**src/hdl/lckr_pkg.sv**
```systemverilog
// Shared types and constants for the line command keyword receiver.
// Holds the queue item, scan phase, link state and keyword tables.
// Used by lckr_front, lckr_queue, lckr_back and the top level.
`default_nettype none

package lckr_pkg;

	// Byte classes made by the front end
	typedef enum logic [2:0] {
		KIND_CLEAR = 3'd0,
		KIND_CR    = 3'd1,
		KIND_LF    = 3'd2,
		KIND_NUL   = 3'd3,
		KIND_COMMA = 3'd4,
		KIND_TEXT  = 3'd5
	} kind_t;

	// One classified item as it travels through the queue
	typedef struct packed {
		kind_t       kind;
		logic [7:0]  ch;
	} item_t;

	typedef enum logic [1:0] {
		PH_LEAD  = 2'd0,
		PH_TOKEN = 2'd1,
		PH_DONE  = 2'd2
	} phase_t;

	typedef enum logic [2:0] {
		LINK_INIT   = 3'd0,
		LINK_READY  = 3'd1,
		LINK_FINISH = 3'd2,
		LINK_BUSY   = 3'd3,
		LINK_ERROR  = 3'd4
	} link_t;

	typedef enum logic [2:0] {
		CMD_NONE   = 3'd0,
		CMD_READY  = 3'd1,
		CMD_NEW    = 3'd2,
		CMD_FINISH = 3'd3,
		CMD_BUSY   = 3'd4,
		CMD_ERROR  = 3'd5
	} cmd_t;

	localparam logic [7:0] CHAR_NUL   = 8'h00;
	localparam logic [7:0] CHAR_LF    = 8'h0A;
	localparam logic [7:0] CHAR_CR    = 8'h0D;
	localparam logic [7:0] CHAR_COMMA = 8'h2C;
	localparam logic [7:0] CHAR_LO_A  = 8'h61;
	localparam logic [7:0] CHAR_LO_Z  = 8'h7A;
	localparam logic [7:0] CASE_DIFF  = 8'h20;

	localparam int NUM_KW     = 5;
	localparam int KW_MAX_LEN = 6;
	localparam int KW_NEW_IDX = 1;

	localparam logic [4:0] ALL_CANDIDATES = 5'h1F;
	localparam logic [2:0] TOK_POS_MAX    = 3'd7;

	localparam logic [7:0] KW_TEXT [0:NUM_KW-1][0:KW_MAX_LEN-1] = '{
		'{"R", "E", "A", "D", "Y", CHAR_NUL},
		'{"N", "E", "W", CHAR_NUL, CHAR_NUL, CHAR_NUL},
		'{"F", "I", "N", "I", "S", "H"},
		'{"B", "U", "S", "Y", CHAR_NUL, CHAR_NUL},
		'{"E", "R", "R", "O", "R", CHAR_NUL}
	};
	localparam logic [2:0] KW_LEN [0:NUM_KW-1] = '{3'd5, 3'd3, 3'd6, 3'd4, 3'd5};
	localparam link_t KW_LINK [0:NUM_KW-1] =
		'{LINK_READY, LINK_INIT, LINK_FINISH, LINK_BUSY, LINK_ERROR};

	// Queue between front and back
	localparam int QUEUE_DEPTH = 4;
	localparam int QUEUE_PTR_W = 2;
	localparam int QUEUE_CNT_W = 3;

endpackage

`default_nettype wire

```
**src/hdl/lckr_front.sv**
```systemverilog
// Front end: accepts stream items and classifies each byte.
// Folds lowercase letters to uppercase. Depends on lckr_pkg.
`default_nettype none

module lckr_front import lckr_pkg::*; (
	input  wire logic        s_tvalid,
	output logic             s_tready,
	input  wire logic [7:0]  s_tdata,  // [7:0] rx_byte
	input  wire logic        s_tuser,  // [0] req_type
	input  wire logic        q_full,
	output logic             q_push,
	output item_t            q_item
);

	assign s_tready = !q_full;
	assign q_push   = s_tvalid && !q_full;

	always_comb begin
		q_item.ch = s_tdata;
		if (s_tuser) begin
			q_item.kind = KIND_CLEAR;
		end else if (s_tdata == CHAR_CR) begin
			q_item.kind = KIND_CR;
		end else if (s_tdata == CHAR_LF) begin
			q_item.kind = KIND_LF;
		end else if (s_tdata == CHAR_NUL) begin
			q_item.kind = KIND_NUL;
		end else if (s_tdata == CHAR_COMMA) begin
			q_item.kind = KIND_COMMA;
		end else begin
			q_item.kind = KIND_TEXT;
			// fold a-z to A-Z
			if (s_tdata >= CHAR_LO_A && s_tdata <= CHAR_LO_Z) begin
				q_item.ch = s_tdata - CASE_DIFF;
			end
		end
	end

endmodule

`default_nettype wire

```
**src/hdl/lckr_queue.sv**
```systemverilog
// Short queue of classified items between front and back.
// Register array with read and write pointers. Depends on lckr_pkg.
`default_nettype none

module lckr_queue import lckr_pkg::*; (
	input  wire logic  clk,
	input  wire logic  arst_n,
	input  wire logic  push,
	input  wire item_t push_item,
	input  wire logic  pop,
	output item_t      head_item,
	output logic       full,
	output logic       empty
);

	item_t                   entry_q [0:QUEUE_DEPTH-1];
	logic [QUEUE_PTR_W-1:0]  wr_ptr_q;
	logic [QUEUE_PTR_W-1:0]  rd_ptr_q;
	logic [QUEUE_CNT_W-1:0]  count_q;

	assign full      = (count_q == QUEUE_CNT_W'(QUEUE_DEPTH));
	assign empty     = (count_q == '0);
	assign head_item = entry_q[rd_ptr_q];

	always_ff @(posedge clk or negedge arst_n) begin
		if (!arst_n) begin
			wr_ptr_q <= '0;
			rd_ptr_q <= '0;
			count_q  <= '0;
		end else begin
			if (push) begin
				wr_ptr_q <= wr_ptr_q + 1'b1;
			end
			if (pop) begin
				rd_ptr_q <= rd_ptr_q + 1'b1;
			end
			if (push && !pop) begin
				count_q <= count_q + 1'b1;
			end else if (pop && !push) begin
				count_q <= count_q - 1'b1;
			end
		end
	end

	always_ff @(posedge clk) begin
		if (push) begin
			entry_q[wr_ptr_q] <= push_item;
		end
	end

endmodule

`default_nettype wire

```
**src/hdl/lckr_back.sv**
```systemverilog
// Back end: runs the line scan and keyword match, holds link state and flags.
// Drives the result register of the master side. Depends on lckr_pkg.
`default_nettype none

module lckr_back import lckr_pkg::*; #(
	parameter int MAX_LINE = 64
) (
	input  wire logic         clk,
	input  wire logic         arst_n,
	input  wire logic         q_empty,
	input  wire item_t        q_item,
	output logic              q_pop,
	output logic              m_tvalid,
	input  wire logic         m_tready,
	output logic [15:0]       m_tdata,  // [2:0] link_state, [3] ready_seen, [4] new_seen,
	                                    // [5] finish_seen, [6] busy_seen, [7] error_seen,
	                                    // [10:8] line_command, [15:11] zero
	output logic              m_tlast   // line_ended
);

	localparam int LEN_W = $clog2(MAX_LINE);
	localparam logic [LEN_W-1:0] LEN_LIMIT = LEN_W'(MAX_LINE - 1);

	logic [LEN_W-1:0] len_q,   len_d;
	phase_t           phase_q, phase_d;
	logic [2:0]       pos_q,   pos_d;
	logic [4:0]       cand_q,  cand_d;
	link_t            link_q,  link_d;
	logic [4:0]       flags_q, flags_d;
	logic             ended_d;
	cmd_t             cmd_d;

	logic             out_valid_q;
	logic [15:0]      out_data_q;
	logic             out_last_q;

	// Pop when the result register is free or being drained
	assign q_pop    = !q_empty && (!out_valid_q || m_tready);
	assign m_tvalid = out_valid_q;
	assign m_tdata  = out_data_q;
	assign m_tlast  = out_last_q;

	always_comb begin
		logic found;
		len_d   = len_q;
		phase_d = phase_q;
		pos_d   = pos_q;
		cand_d  = cand_q;
		link_d  = link_q;
		flags_d = flags_q;
		ended_d = 1'b0;
		cmd_d   = CMD_NONE;
		found   = 1'b0;
		case (q_item.kind)
			KIND_CLEAR: begin
				flags_d = '0;
			end
			KIND_CR: begin
			end
			KIND_LF: begin
				if (len_q != '0) begin
					ended_d = 1'b1;
					if (phase_q != PH_LEAD && pos_q != '0) begin
						for (int k = 0; k < NUM_KW; k++) begin
							if (!found && cand_q[k] && KW_LEN[k] == pos_q) begin
								found      = 1'b1;
								cmd_d      = cmd_t'(3'(k + 1));
								flags_d[k] = 1'b1;
								if (k != KW_NEW_IDX) begin
									link_d = KW_LINK[k];
								end
							end
						end
					end
				end
				len_d   = '0;
				phase_d = PH_LEAD;
				pos_d   = '0;
				cand_d  = ALL_CANDIDATES;
			end
			KIND_NUL, KIND_COMMA, KIND_TEXT: begin
				if (len_q < LEN_LIMIT) begin
					len_d = len_q + 1'b1;
					if (phase_q != PH_DONE) begin
						if (q_item.kind == KIND_NUL) begin
							phase_d = PH_DONE;
						end else if (q_item.kind == KIND_COMMA) begin
							if (phase_q == PH_TOKEN) begin
								phase_d = PH_DONE;
							end
						end else begin
							phase_d = PH_TOKEN;
							// drop keywords that cannot match at this position
							for (int k = 0; k < NUM_KW; k++) begin
								if (pos_q >= KW_LEN[k]) begin
									cand_d[k] = 1'b0;
								end else if (KW_TEXT[k][pos_q] != q_item.ch) begin
									cand_d[k] = 1'b0;
								end
							end
							if (pos_q != TOK_POS_MAX) begin
								pos_d = pos_q + 1'b1;
							end
						end
					end
				end else begin
					// overflow: drop the byte and restart the line
					len_d   = '0;
					phase_d = PH_LEAD;
					pos_d   = '0;
					cand_d  = ALL_CANDIDATES;
				end
			end
			default: begin
			end
		endcase
	end

	always_ff @(posedge clk or negedge arst_n) begin
		if (!arst_n) begin
			len_q       <= '0;
			phase_q     <= PH_LEAD;
			pos_q       <= '0;
			cand_q      <= ALL_CANDIDATES;
			link_q      <= LINK_INIT;
			flags_q     <= '0;
			out_valid_q <= 1'b0;
		end else begin
			if (q_pop) begin
				len_q   <= len_d;
				phase_q <= phase_d;
				pos_q   <= pos_d;
				cand_q  <= cand_d;
				link_q  <= link_d;
				flags_q <= flags_d;
			end
			if (q_pop) begin
				out_valid_q <= 1'b1;
			end else if (m_tready) begin
				out_valid_q <= 1'b0;
			end
		end
	end

	always_ff @(posedge clk) begin
		if (q_pop) begin
			out_data_q <= {5'b0, cmd_d, flags_d, link_d};
			out_last_q <= ended_d;
		end
	end

endmodule

`default_nettype wire

```
**src/hdl/line_command_keyword_receiver.sv**
```systemverilog
// Line command keyword receiver: top level.
// Depends on lckr_pkg, lckr_front, lckr_queue and lckr_back.
//
// Usage:
//   Slave side takes one transfer per received item: s_tdata carries the
//   UART byte, s_tuser selects a clear request (1) or a byte (0).
//   Master side returns exactly one transfer per accepted item, in order:
//   link state, the five sticky keyword flags and the ended line's keyword
//   in m_tdata, and m_tlast high when the item ended a non-empty line.
// Throughput: one item per cycle sustained while m_tready is high. The front
//   end classifies the byte and writes a four-entry queue; the back end pops
//   one entry a cycle into the result register.
// Path: an accepted item is written into a queue entry, then popped into
//   the result register behind any items queued ahead of it.
// Stalls: while m_tready is low the result register holds and the queue
//   fills; s_tready drops only when all four entries are taken.
// Reset: arst_n low clears the queue, the line scan, the link state and all
//   flags, and drops m_tvalid. No clearing pass is needed afterwards.
`default_nettype none

module line_command_keyword_receiver import lckr_pkg::*; #(
	parameter int MAX_LINE = 64
) (
	input  wire logic         clk,
	input  wire logic         arst_n,
	input  wire logic         s_tvalid,
	output logic              s_tready,
	input  wire logic [7:0]   s_tdata,  // [7:0] rx_byte
	input  wire logic         s_tuser,  // [0] req_type
	output logic              m_tvalid,
	input  wire logic         m_tready,
	output logic [15:0]       m_tdata,  // [2:0] link_state, [3] ready_seen, [4] new_seen,
	                                    // [5] finish_seen, [6] busy_seen, [7] error_seen,
	                                    // [10:8] line_command, [15:11] zero
	output logic              m_tlast   // line_ended
);

	logic  q_full;
	logic  q_empty;
	logic  q_push;
	logic  q_pop;
	item_t push_item;
	item_t head_item;

	// Classify and push accepted items
	lckr_front u_front (
		.s_tvalid (s_tvalid),
		.s_tready (s_tready),
		.s_tdata  (s_tdata),
		.s_tuser  (s_tuser),
		.q_full   (q_full),
		.q_push   (q_push),
		.q_item   (push_item)
	);

	// Decouple front and back so each can stall on its own
	lckr_queue u_queue (
		.clk       (clk),
		.arst_n    (arst_n),
		.push      (q_push),
		.push_item (push_item),
		.pop       (q_pop),
		.head_item (head_item),
		.full      (q_full),
		.empty     (q_empty)
	);

	// Scan lines, match keywords and hold the result register
	lckr_back #(
		.MAX_LINE (MAX_LINE)
	) u_back (
		.clk      (clk),
		.arst_n   (arst_n),
		.q_empty  (q_empty),
		.q_item   (head_item),
		.q_pop    (q_pop),
		.m_tvalid (m_tvalid),
		.m_tready (m_tready),
		.m_tdata  (m_tdata),
		.m_tlast  (m_tlast)
	);

endmodule

`default_nettype wire

```
**config.mk**
```make
export PLATFORM = sky130hd
export DESIGN_NAME = line_command_keyword_receiver
export DESIGN_NICKNAME = d
export VERILOG_FILES = /design/src/hdl/lckr_pkg.sv /design/src/hdl/lckr_front.sv /design/src/hdl/lckr_queue.sv /design/src/hdl/lckr_back.sv /design/src/hdl/line_command_keyword_receiver.sv
export SDC_FILE = /design/constraint.sdc
export NUM_CORES = 1
export LEC_CHECK = 0
export ABC_AREA = 1
export BUFFER_PORTS_ARGS = -buffer_cell sky130_fd_sc_hd__buf_2
export CAP_MARGIN = 20
export CORE_UTILIZATION = 35
export CTS_CLUSTER_DIAMETER = 60
export CTS_CLUSTER_SIZE = 12
export DETAILED_ROUTE_END_ITERATION = 8
export GPL_ROUTABILITY_DRIVEN = 0
export PLACE_DENSITY = 0.54
export SYNTH_ARGS = -nofsm -noshare
export SYNTH_HDL_FRONTEND = slang
export SYNTH_SLANG_ARGS = --single-unit
```
**constraint.sdc**
```tcl
create_clock -name clk -period 2.5 [get_ports clk]
set_clock_uncertainty 0.2 [all_clocks]
set_input_delay 0.25 -clock clk [delete_from_list [all_inputs] [get_ports clk]]
set_output_delay 0.25 -clock clk [all_outputs]
set_load 0.005 [all_outputs]
```
==> metrics.txt, run 1 <==
status=complete, no violations; clock latency on the worst-skew pair=0.35 ns; Psw=roughly 0.0032 W; count of cells along the worst register-to-register path=10; fraction of power consumed by sequential logic=between 30 and 40%; fmax=about 440 MHz; Initial Util=a little over a third; CTS max path bufs=2; number of antenna-violating nets in the routed design=0; clock tree from TritonCTS=yes; accumulated negative setup slack=0 ns; cell area after placement=between 5000 and 6000 sq um; clock network power share=between 10% and 20%; area leader, netlist=sky130_fd_sc_hd__edfxtp_1; final worst-path setup slack=0.221 ns; wire length of the first global-routing pass=18100 um; setup repair after global routing missed its margin=false; total detailed-routing wirelength=about 11000 um; timing startpoint of the critical path=u_back.pos_q[1]$_DFFE_PN0P_; post-CTS setup-driven buffer insertion count=0; die outline width=approximately 120 um; register area share after synthesis=48.6%; required time of the critical path=between 2 and 2.5 ns; length of the first detailed-routing pass in iterations=4; post-synthesis register bit count=88; Synth Flop Type=sky130_fd_sc_hd__edfxtp_1; final setup violation count=0; leading cell types by total area after synthesis=sky130_fd_sc_hd__edfxtp_1, sky130_fd_sc_hd__dfrtp_1, sky130_fd_sc_hd__nand2_1, sky130_fd_sc_hd__ha_1, sky130_fd_sc_hd__inv_1; clock tree root buffer cell=sky130_fd_sc_hd__clkbuf_16; cell area after layout=5830 sq um; start-to-end type of the worst setup path=reg2reg; HPWL Detailed=just under 8000 um; worst reg2reg path startpoint=u_back.pos_q[1]$_DFFE_PN0P_; class of the most critical hold timing path=in2reg; leakage power total=2.63 nW; Logic pwr share=roughly half; power density relative to cell area=~1300 nW/um^2; synth warn=0; clock-pin slew on the worst setup and hold paths=about 0.060 ns; worst ir drop on vdd=roughly 0.00052 V; Min-Delay Startpoint=s_tvalid; number of global-route vias before repair=around 3700; die outline height=between 100 and 150 um; max_slew headroom=between 40% and 50%; min Tclk post-route=around 2.3 ns; internal power consumption=roughly 0.0041 W; transition time at the pin with the least slew margin=around 0.76 ns; Rows=43; startpoint type of the worst setup path=flip-flop; summed instance area of the synthesized netlist=between 5000 and 6000 sq um; Final #Nets=663; Maximum Capacitance Violations=0; Via-to-Cell Ratio=4.76; overall routing resource usage=around 16%; Top-Level Pins=32; cell count of the worst hold path=3; area of the die=about 15000 sq um; Sw Share=roughly 44%; CTS buffer count=9; number of max-slew violations in the final report=0; share of layout cells above drive strength 1=~18%; highest net fanout along the worst path=8; endpoint arrival time on the critical path=2.18 ns; mean instance size in the synthesized netlist=8.75 sq um; sum of overflow across all layers after global routing=0; TritonCTS Sinks=88; DR WL/cell=roughly 13 um; Unique masters post-synth=44; power consumption=around 0.0074 W; number of antenna violations at the first check in global routing=0; EDFF count, synth=between 50 and 60; share of Yosys cell area claimed by the top area cell type=about a third; H-tree levels=3; total via count after detailed routing=roughly 3900; Syn Inst Count=585; worst setup timing slack at the placement stage=between 0.15 and 0.2 ns; number of buffers added on ports=26; kind of end point of the critical path=flip-flop; final critical-path share of the clock period=about nine tenths; core outline area=~14000 sq um; Area Growth Syn to Fin=13.8%; core utilization of the finished layout=roughly two fifths; endpoints failing hold=0; DRC violation count after routing=0; diode count=0; detailed router's first-iteration violation count=approximately 240; proportion of synthesized flip-flops having asynchronous set or reset=between 30 and 40%; maximum number of pins on one net before global-route repair=33
[worst paths after layout]
check                      slack (ns)                              end
min in group asynchronous        0.31      u_back.pos_q[0]$_DFFE_PN0P_
min reg2reg                      0.26     u_back.cand_q[3]$_DFFE_PN1P_
max in group asynchronous        1.27      u_back.pos_q[0]$_DFFE_PN0P_
max                              0.22      u_back.m_tdata[0]$_DFFE_PP_
min                              0.04  u_queue.wr_ptr_q[0]$_DFFE_PN0P_
max reg2reg                      0.22      u_back.m_tdata[0]$_DFFE_PP_
[cells in the mapped netlist, types with 6 or more instances]
| cell type | instances |
|---|---|
| sky130_fd_sc_hd__edfxtp_1 | 56 |
| sky130_fd_sc_hd__dfrtp_1 | 27 |
| sky130_fd_sc_hd__nand2_2 | 16 |
| sky130_fd_sc_hd__buf_4 | 7 |
| sky130_fd_sc_hd__inv_2 | 6 |
| sky130_fd_sc_hd__buf_6 | 6 |
| sky130_fd_sc_hd__nor2_1 | 47 |
| sky130_fd_sc_hd__nand3_1 | 35 |
| sky130_fd_sc_hd__ha_1 | 20 |
| sky130_fd_sc_hd__nand4_1 | 8 |
| sky130_fd_sc_hd__a21oi_1 | 15 |
| sky130_fd_sc_hd__nand3_2 | 15 |
| sky130_fd_sc_hd__nor3_1 | 8 |
| sky130_fd_sc_hd__nand2_1 | 180 |
| sky130_fd_sc_hd__inv_1 | 61 |
| sky130_fd_sc_hd__o21ai_1 | 10 |
| sky130_fd_sc_hd__o21ai_0 | 16 |
[worst max-delay path, cell delays in order (launching register included)]
cell                      delay, ns
sky130_fd_sc_hd__dfrtp_1       0.50
sky130_fd_sc_hd__inv_1         0.14
sky130_fd_sc_hd__ha_1          0.24
sky130_fd_sc_hd__nand2_1       0.08
sky130_fd_sc_hd__inv_1         0.06
sky130_fd_sc_hd__nand2_1       0.18
sky130_fd_sc_hd__nand3_1       0.15
sky130_fd_sc_hd__nor3_1        0.21
sky130_fd_sc_hd__inv_1         0.10
sky130_fd_sc_hd__nand2_1       0.12
sky130_fd_sc_hd__o21ai_2       0.07
[timing repair]
action,in CTS,in global routing
endpoints found under the hold margin,48,0
endpoints found under the setup margin,0,10
resized for setup,0,2
hold buffers,7,0
[metal layers]
layer  vias up  wire, um  track usage [%]  share of wire [%]
li1       1985         -                -                  -
met1      1785      5090             20.3                 47
met2        83      5020             25.5                 47
met3        17       430             4.01                4.0
met4         0       235             6.40                2.2
met5         -         0                0                  0
[power by group through the flow]
stage	Sequential, W	Combinational, W	Clock (W)
global placement	0.00229	0.00363	0
CTS	0.00227	0.00369	0.00147
detailed placement	0.00230	0.00366	0
floorplan	0.00223	0.00289	0
finish	0.00227	0.00366	0.00143
global route	0.00232	0.00416	0.00151
[state kept, by name, indices dropped and copies added, names as in the netlist, 2 cells and up]
signal,count
u_back.cand_q,5
u_back.m_tdata,11
u_back.pos_q,3
u_queue.entry_q,44
u_queue.wr_ptr_q,2
u_back.flags_q,5
u_back.phase_q,2
u_queue.count_q,3
u_back.len_q,6
u_queue.rd_ptr_q,2
u_back.link_q,3
[stage by stage]
| stage | std cells | hold WS [ns] |
|---|---|---|
| after global routing | 813 | 0.0546 |
| after detailed placement | 791 | 0.172 |
| after floorplan | 589 | -0.246 |
| final | 813 | 0.0420 |
| after global placement | 791 | 0.170 |
| after CTS | 813 | 0.0949 |
[cell families after synthesis]
| group | count (synthesis) | synth area share [%] |
|---|---|---|
| XOR/XNOR | 8 | 1.52 |
| AND/OR/NAND/NOR | 327 | 30.3 |
| other | 1 | 0.0733 |
| adder cells (fa/ha/maj) | 21 | 5.28 |
| AO/OA/AOI/OAI | 55 | 6.43 |
| buffers and inverters | 85 | 7.75 |
| flip-flops | 88 | 48.6 |
[layout by cell type, fill, tap and decap left out, types with 11 or more instances in the layout]
master                     Yosys  layout
sky130_fd_sc_hd__o21ai_0      16      16
sky130_fd_sc_hd__nand3_1      35      35
sky130_fd_sc_hd__dfrtp_1      27      26
sky130_fd_sc_hd__a21oi_1      15      15
sky130_fd_sc_hd__ha_1         20      20
sky130_fd_sc_hd__buf_2         1      26
sky130_fd_sc_hd__buf_4         7      11
sky130_fd_sc_hd__nor2_1       47      47
sky130_fd_sc_hd__nand2_1     180     179
sky130_fd_sc_hd__edfxtp_1     56      56
sky130_fd_sc_hd__nand3_2      15      15
sky130_fd_sc_hd__nand2_2      16      17
sky130_fd_sc_hd__inv_1        61      61
[final cells by class]
type / count / area [sq um]
sequential: 88 / 2490
fill: 1423 / 8270
clock buffer: 10 / 229
multi-input combinational: 416 / 2250
inverter: 70 / 268
tap: 180 / 225
timing repair buffer: 44 / 283
clock inverter: 5 / 81.3
(Power assumes the default switching activity.)
==> inputs of run 2 (changes only) <==
Settings changed: BUFFER_PORTS_ARGS -buffer_cell sky130_fd_sc_hd__buf_2 to default, DONT_BUFFER_PORTS from default to 1, PLACE_DENSITY 0.54 to 0.52.
==> run 2 against run 1 <==
Against the previous run:
- design area is 1.1% lower
- global-route usage is 0.33 points higher
- fmax increased by 1.9%
- power is 0.43% lower
- critical endpoint is now u_queue.count_q[2]$_DFFE_PN0P_
==> metrics.txt, run 2 (same netlist as run 1, synthesis figures left out) <==
status=complete, no violations; capturing point of the worst reg2reg path=u_queue.count_q[2]$_DFFE_PN0P_; maximum number of pins on one net before global-route repair=33 (unchanged); max_slew headroom=61.2% (+12 points); Min-Delay Startpoint=s_tdata[7]; Rows=43 (unchanged); core utilization of the finished layout=40.9% (-0.47 points); number of global-route vias before repair=3651 (-1.1%); die outline height=123 um (unchanged); number of antenna violations at the first check in global routing=0 (unchanged); Area Growth Syn to Fin=12.5%; global-route track usage on met1=20.8% (+0.46 points); count of cells along the worst register-to-register path=10 (unchanged); diode count=0 (unchanged); number of buffers added on ports=0 (-100%); length of the first detailed-routing pass in iterations=5 (+1); HPWL Detailed=7930 um (+0.53%); critical path's slowest cell=sky130_fd_sc_hd__fa_1; total via count after detailed routing=3805 (-1.7%); final setup violation count=0 (unchanged); transition time at the pin with the least slew margin=0.579 ns (-0.183 ns); flip-flop count of the largest register, all copies and words added=44 (unchanged); min Tclk post-route=2.24 ns (-0.0432 ns); start-to-end type of the worst setup path=reg2reg; worst ir drop on vdd=0.000512 V (-2.4%); highest net fanout along the worst path=3 (-5); CTS buffer count=9 (unchanged); register-to-register setup slack=0.26 ns (+0.04 ns); power density relative to cell area=1270 nW/um^2 (+0.71%); total detailed-routing wirelength=10800 um (+0.58%); die outline width=123 um (unchanged); wire length of the first global-routing pass=18400 um (+1.3%); clock latency on the worst-skew pair=0.35 ns (about the same); required time of the critical path=2.53 ns (+0.13 ns); commonest non-fill, non-tap cell in the layout=sky130_fd_sc_hd__nand2_1; cell chain of the critical path=inv_1 -> nand3_1 -> nand2_1 -> inv_1 -> ha_1 -> inv_1 -> fa_1 -> a21oi_1 -> o21ai_0 -> xor2_1; accumulated negative setup slack=0 ns (unchanged); number of max-slew violations in the final report=0 (unchanged); Initial Util=36.3% (unchanged); setup repair after global routing missed its margin=false; cell count of the worst hold path=2 (-1); Via-to-Cell Ratio=4.79 (+0.67%); worst reg2reg path startpoint=u_queue.count_q[0]$_DFFE_PN0P_; share of layout cells above drive strength 1=15.0% (-3.2 points); area of the die=15100 sq um (unchanged); overall routing resource usage=16.2% (+0.33 points); post-CTS setup-driven buffer insertion count=0 (unchanged); fmax=447 MHz (+1.9%); TritonCTS Sinks=88 (unchanged); WHS Endpoint=u_queue.entry_q[2][7]$_DFFE_PP_; number of antenna-violating nets in the routed design=0 (unchanged); detailed router's first-iteration violation count=257 (+7.5%); most frequent cells in the layout=sky130_fd_sc_hd__nand2_1, sky130_fd_sc_hd__inv_1, sky130_fd_sc_hd__edfxtp_1; register with the highest flop count=u_queue.entry_q; startpoint type of the worst setup path=flip-flop; CP dominant cell by count=sky130_fd_sc_hd__inv_1; Maximum Capacitance Violations=0 (unchanged); most used routing layer=met2; clock-pin slew on the worst setup and hold paths=0.06 ns (about the same); largest incremental delay on the critical path=0.45 ns (-0.05 ns); endpoint arrival time on the critical path=2.26 ns (+0.08 ns); kind of end point of the critical path=flip-flop; leakage power total=2.55 nW (-2.8%); H-tree levels=3 (unchanged); clock tree root buffer cell=sky130_fd_sc_hd__clkbuf_16; final critical-path share of the clock period=89.4% (-1.7 points); CTS max path bufs=2 (unchanged); clock tree from TritonCTS=yes; core outline area=14100 sq um (unchanged); endpoints failing hold=0 (unchanged); Final #Nets=643 (-3.0%); class of the most critical hold timing path=in2reg; met3 Usage GRT=4.47% (+0.46 points); DR WL/cell=13.6 um (+3.0%); Top-Level Pins=32 (unchanged); Global Route met2 Usage=26.2% (+0.67 points); sum of overflow across all layers after global routing=0 (unchanged); DRC violation count after routing=0 (unchanged)
==> run 2: worst max-delay path by stage <==
stage / startpoint / to / slack, ns
6_report: u_queue.count_q[0]$_DFFE_PN0P_ / u_queue.count_q[2]$_DFFE_PN0P_ / 0.26
5_1_grt: u_queue.rd_ptr_q[0]$_DFFE_PN0P_ / u_back.cand_q[1]$_DFFE_PN1P_ / 0.01
4_1_cts: u_back.pos_q[0]$_DFFE_PN0P_ / u_back.flags_q[2]$_DFFE_PN0P_ / 0.16
3_5_place_dp: u_back.pos_q[0]$_DFFE_PN0P_ / u_back.flags_q[4]$_DFFE_PN0P_ / 0.19
3_3_place_gp: u_back.pos_q[0]$_DFFE_PN0P_ / u_back.m_tdata[1]$_DFFE_PP_ / 0.27
2_1_floorplan: u_queue.count_q[0]$_DFFE_PN0P_ / u_queue.count_q[2]$_DFFE_PN0P_ / 0.36
==> run 2: per-stage QoR <==
| step | worst slack, ns | hold slack [ns] | power (W) | instances | instance area, sq um |
|---|---|---|---|---|---|
| 4_1_cts | 0.162 | 0.0349 | 0.00739 | 794 | 5760 |
| 2_1_floorplan | 0.358 | -0.246 | 0.00512 | 589 | 5130 |
| 5_1_grt | 0.0134 | 0.0596 | 0.00797 | 794 | 5760 |
| 3_5_place_dp | 0.186 | -0.244 | 0.00590 | 768 | 5330 |
| 3_3_place_gp | 0.274 | -0.244 | 0.00586 | 768 | 5330 |
| 6_report | 0.264 | 0.0338 | 0.00732 | 794 | 5760 |
==> run 2: per-layer routing <==
layer	wire (um)	part of all wire [%]
met3	555	5.1
met4	138	1.3
met2	5140	47
met5	0	0
met1	4990	46
==> run 2: worst max-delay path, delay by kind of cell (launching register included) <==
kind            cells  cell delay [ns]
xor+xnor            1             0.15
compound gates      2             0.24
fa+ha+maj           2             0.61
flops               1             0.41
buf+inv             3             0.29
simple gates        2             0.22
==> run 2: layout make-up <==
type                            instances  area [sq um]
Fill cell                            1413          8340
Inverter                               70           268
Sequential cell                        88          2490
Clock buffer                           11           233
Tap cell                              180           225
Timing Repair Buffer                   24           215
Clock inverter                          5          81.3
Multi-Input combinational cell        416          2250
==> run 2: report_power, final <==
part | switching [W] | total (W) | internal [W] | leakage [nW]
logic | 0.00244 | 0.00361 | 0.00118 | 1.47
clock network | 0.000567 | 0.00144 | 0.000876 | 0.150
registers | 0.000223 | 0.00226 | 0.00204 | 0.935
==> run 2: repair_timing <==
| item | 4_1_cts | 5_1_grt |
|---|---|---|
| hold buffers | 10 | 0 |
| resized for setup | 0 | 1 |
| endpoints found under the setup margin | 0 | 11 |
| hold endpoints to repair | 67 | 0 |
==> inputs of run 3 (changes only) <==
Settings changed: REMOVE_ABC_BUFFERS from default to 1.
==> run 3 against run 2 <==
Against the previous run:
- sequential share of layout area hardly changed
- routed wire length hardly changed
- count of clock-buffer cells in the layout is 1 higher
- design area is 0.11% lower
- via count is 1.1% lower
- register-to-register slack better by 0.02 ns
- core utilization hardly changed
- final cell count is 0.25% lower
- critical endpoint unchanged
- global-route usage is 0.39 points lower
- fmax is 0.83% higher
==> metrics.txt, run 3 (same netlist as run 1, synthesis figures left out) <==
status=complete, no violations; number of antenna-violating nets in the routed design=0 (unchanged); clock tree from TritonCTS=yes; Logic pwr share=48.9% (-0.4 points); die outline width=123 um (unchanged); clock network power share=19.8% (about the same); detailed router's first-iteration violation count=248 (-3.5%); startpoint type of the worst setup path=flip-flop; core outline area=14100 sq um (unchanged); area of the die=15100 sq um (unchanged); CTS max path bufs=2 (unchanged); length of the first detailed-routing pass in iterations=4 (-1); HPWL Detailed=7900 um (-0.41%); Maximum Capacitance Violations=0 (unchanged); Via-to-Cell Ratio=4.75 (-0.80%); Psw=0.00318 W (-1.3%); register with the highest flop count=u_queue.entry_q; Top-Level Pins=32 (unchanged); number of buffers added on ports=0 (unchanged); wire length of the first global-routing pass=18100 um (-1.7%); number of max-slew violations in the final report=0 (unchanged); endpoints failing hold=0 (unchanged); flip-flop count of the largest register, all copies and words added=44 (unchanged); power density relative to cell area=1270 nW/um^2 (-0.16%); class of the most critical hold timing path=in2reg; fmax=451 MHz (+0.83%); most frequent cells in the layout=sky130_fd_sc_hd__nand2_1, sky130_fd_sc_hd__inv_1, sky130_fd_sc_hd__edfxtp_1; Initial Util=36.3% (unchanged); final critical-path share of the clock period=88.7% (-0.74 points); max_slew headroom=53.9% (-7.3 points); number of antenna violations at the first check in global routing=0 (unchanged); worst ir drop on vdd=0.000683 V (+33%); timing startpoint of the critical path=u_queue.count_q[0]$_DFFE_PN0P_; clock latency on the worst-skew pair=0.34 ns (about the same); DRC violation count after routing=0 (unchanged); Final #Nets=641 (-0.31%); H-tree levels=3 (unchanged); die outline height=123 um (unchanged); worst reg2reg path startpoint=u_queue.count_q[0]$_DFFE_PN0P_; kind of end point of the critical path=flip-flop; internal power consumption=0.00412 W (+0.52%); highest net fanout along the worst path=3 (unchanged); Area Growth Syn to Fin=12.4%; global-route track usage on met1=20.6% (-0.20 points); setup repair after global routing missed its margin=false; clock-pin slew on the worst setup and hold paths=0.06 ns (about the same); Global Route met2 Usage=25.0% (-1.2 points); overall routing resource usage=15.8% (-0.39 points); min Tclk post-route=2.22 ns (-0.0185 ns); total detailed-routing wirelength=10800 um (about the same); Rows=43 (unchanged); post-CTS setup-driven buffer insertion count=0 (unchanged); diode count=0 (unchanged); CTS buffer count=9 (unchanged); start-to-end type of the worst setup path=reg2reg; total via count after detailed routing=3765 (-1.1%); final setup violation count=0 (unchanged); clock tree root buffer cell=sky130_fd_sc_hd__clkbuf_16; commonest non-fill, non-tap cell in the layout=sky130_fd_sc_hd__nand2_1; share of layout cells above drive strength 1=14.7% (-0.28 points); DR WL/cell=13.7 um (+0.16%); final worst-path setup slack=0.283 ns (+0.0185 ns); maximum number of pins on one net before global-route repair=33 (unchanged); TritonCTS Sinks=88 (unchanged); fraction of power consumed by sequential logic=31.3% (+0.4 points); endpoint arrival time on the critical path=2.24 ns (-0.02 ns); required time of the critical path=2.52 ns (about the same); number of global-route vias before repair=3674 (+0.63%); transition time at the pin with the least slew margin=0.687 ns (+0.108 ns); leakage power total=2.55 nW (-0.29%); accumulated negative setup slack=0 ns (unchanged); worst setup timing slack at the placement stage=0.227 ns (+0.0413 ns); most used routing layer=met2; sum of overflow across all layers after global routing=0 (unchanged); met3 Usage GRT=3.92% (-0.55 points); Min-Delay Startpoint=s_tdata[5]; Sw Share=43.6% (-0.44 points)
-- run 3: worst max-delay path, stage by stage (launching register included) --
cell                      delay (ns)
sky130_fd_sc_hd__dfrtp_1        0.40
sky130_fd_sc_hd__inv_1          0.10
sky130_fd_sc_hd__nand3_1        0.13
sky130_fd_sc_hd__nand2_1        0.09
sky130_fd_sc_hd__inv_1          0.10
sky130_fd_sc_hd__ha_1           0.15
sky130_fd_sc_hd__inv_1          0.07
sky130_fd_sc_hd__fa_1           0.43
sky130_fd_sc_hd__a21oi_1        0.15
sky130_fd_sc_hd__o21ai_0        0.11
sky130_fd_sc_hd__xor2_1         0.15
-- run 3: path summary, 6_finish.rpt --
check	endpoint	slack, ns	cells after the start
setup / recovery	u_queue.count_q[2]$_DFFE_PN0P_	0.28	10
setup reg to reg	u_queue.count_q[2]$_DFFE_PN0P_	0.28	10
max in group asynchronous	u_back.cand_q[3]$_DFFE_PN1P_	1.70	2
hold reg to reg	u_back.cand_q[0]$_DFFE_PN1P_	0.26	2
hold / removal	u_queue.entry_q[1][5]$_DFFE_PP_	0.05	2
min in group asynchronous	u_back.flags_q[2]$_DFFE_PN0P_	0.14	2
-- run 3: cell type report --
| type | count | area [sq um] |
|---|---|---|
| Sequential cell | 88 | 2490 |
| Inverter | 70 | 268 |
| Clock inverter | 4 | 76.3 |
| Timing Repair Buffer | 22 | 200 |
| Multi-Input combinational cell | 416 | 2250 |
| Clock buffer | 12 | 246 |
| Fill cell | 1445 | 8340 |
| Tap cell | 180 | 225 |
-- run 3: per-stage QoR --
stage	instances	total power [W]	util [%]	cell area [sq um]	hold WS, ns
detailed placement	766	0.00588	37.7	5320	-0.245
CTS	792	0.00738	40.8	5750	0.0399
floorplan	574	0.00496	-	5000	-0.246
finish	792	0.00730	40.8	5750	0.0539
global route	792	0.00794	40.8	5750	0.0649
global placement	766	0.00582	37.7	5320	-0.245
-- run 3: repair_timing --
| item | in CTS | in global routing |
|---|---|---|
| gates resized for setup | 0 | 1 |
| endpoints found under the hold margin | 66 | 0 |
| setup endpoints to repair | 0 | 2 |
| hold buffers | 10 | 0 |
-- run 3: power groups by stage --
| stage | sequential, W | clock, W | combinational, W |
|---|---|---|---|
| 2_1_floorplan | 0.00231 | 0 | 0.00265 |
| 3_3_place_gp | 0.00231 | 0 | 0.00351 |
| 3_5_place_dp | 0.00231 | 0 | 0.00356 |
| 4_1_cts | 0.00229 | 0.00148 | 0.00361 |
| 5_1_grt | 0.00234 | 0.00155 | 0.00406 |
| 6_report | 0.00228 | 0.00145 | 0.00357 |
-- run 3: layer usage --
layer  wire [um]  vias to the layer above
met5           0                        -
met4         220                        0
met3         455                       15
met2        5060                       66
met1        5090                     1746
li1            -                     1938
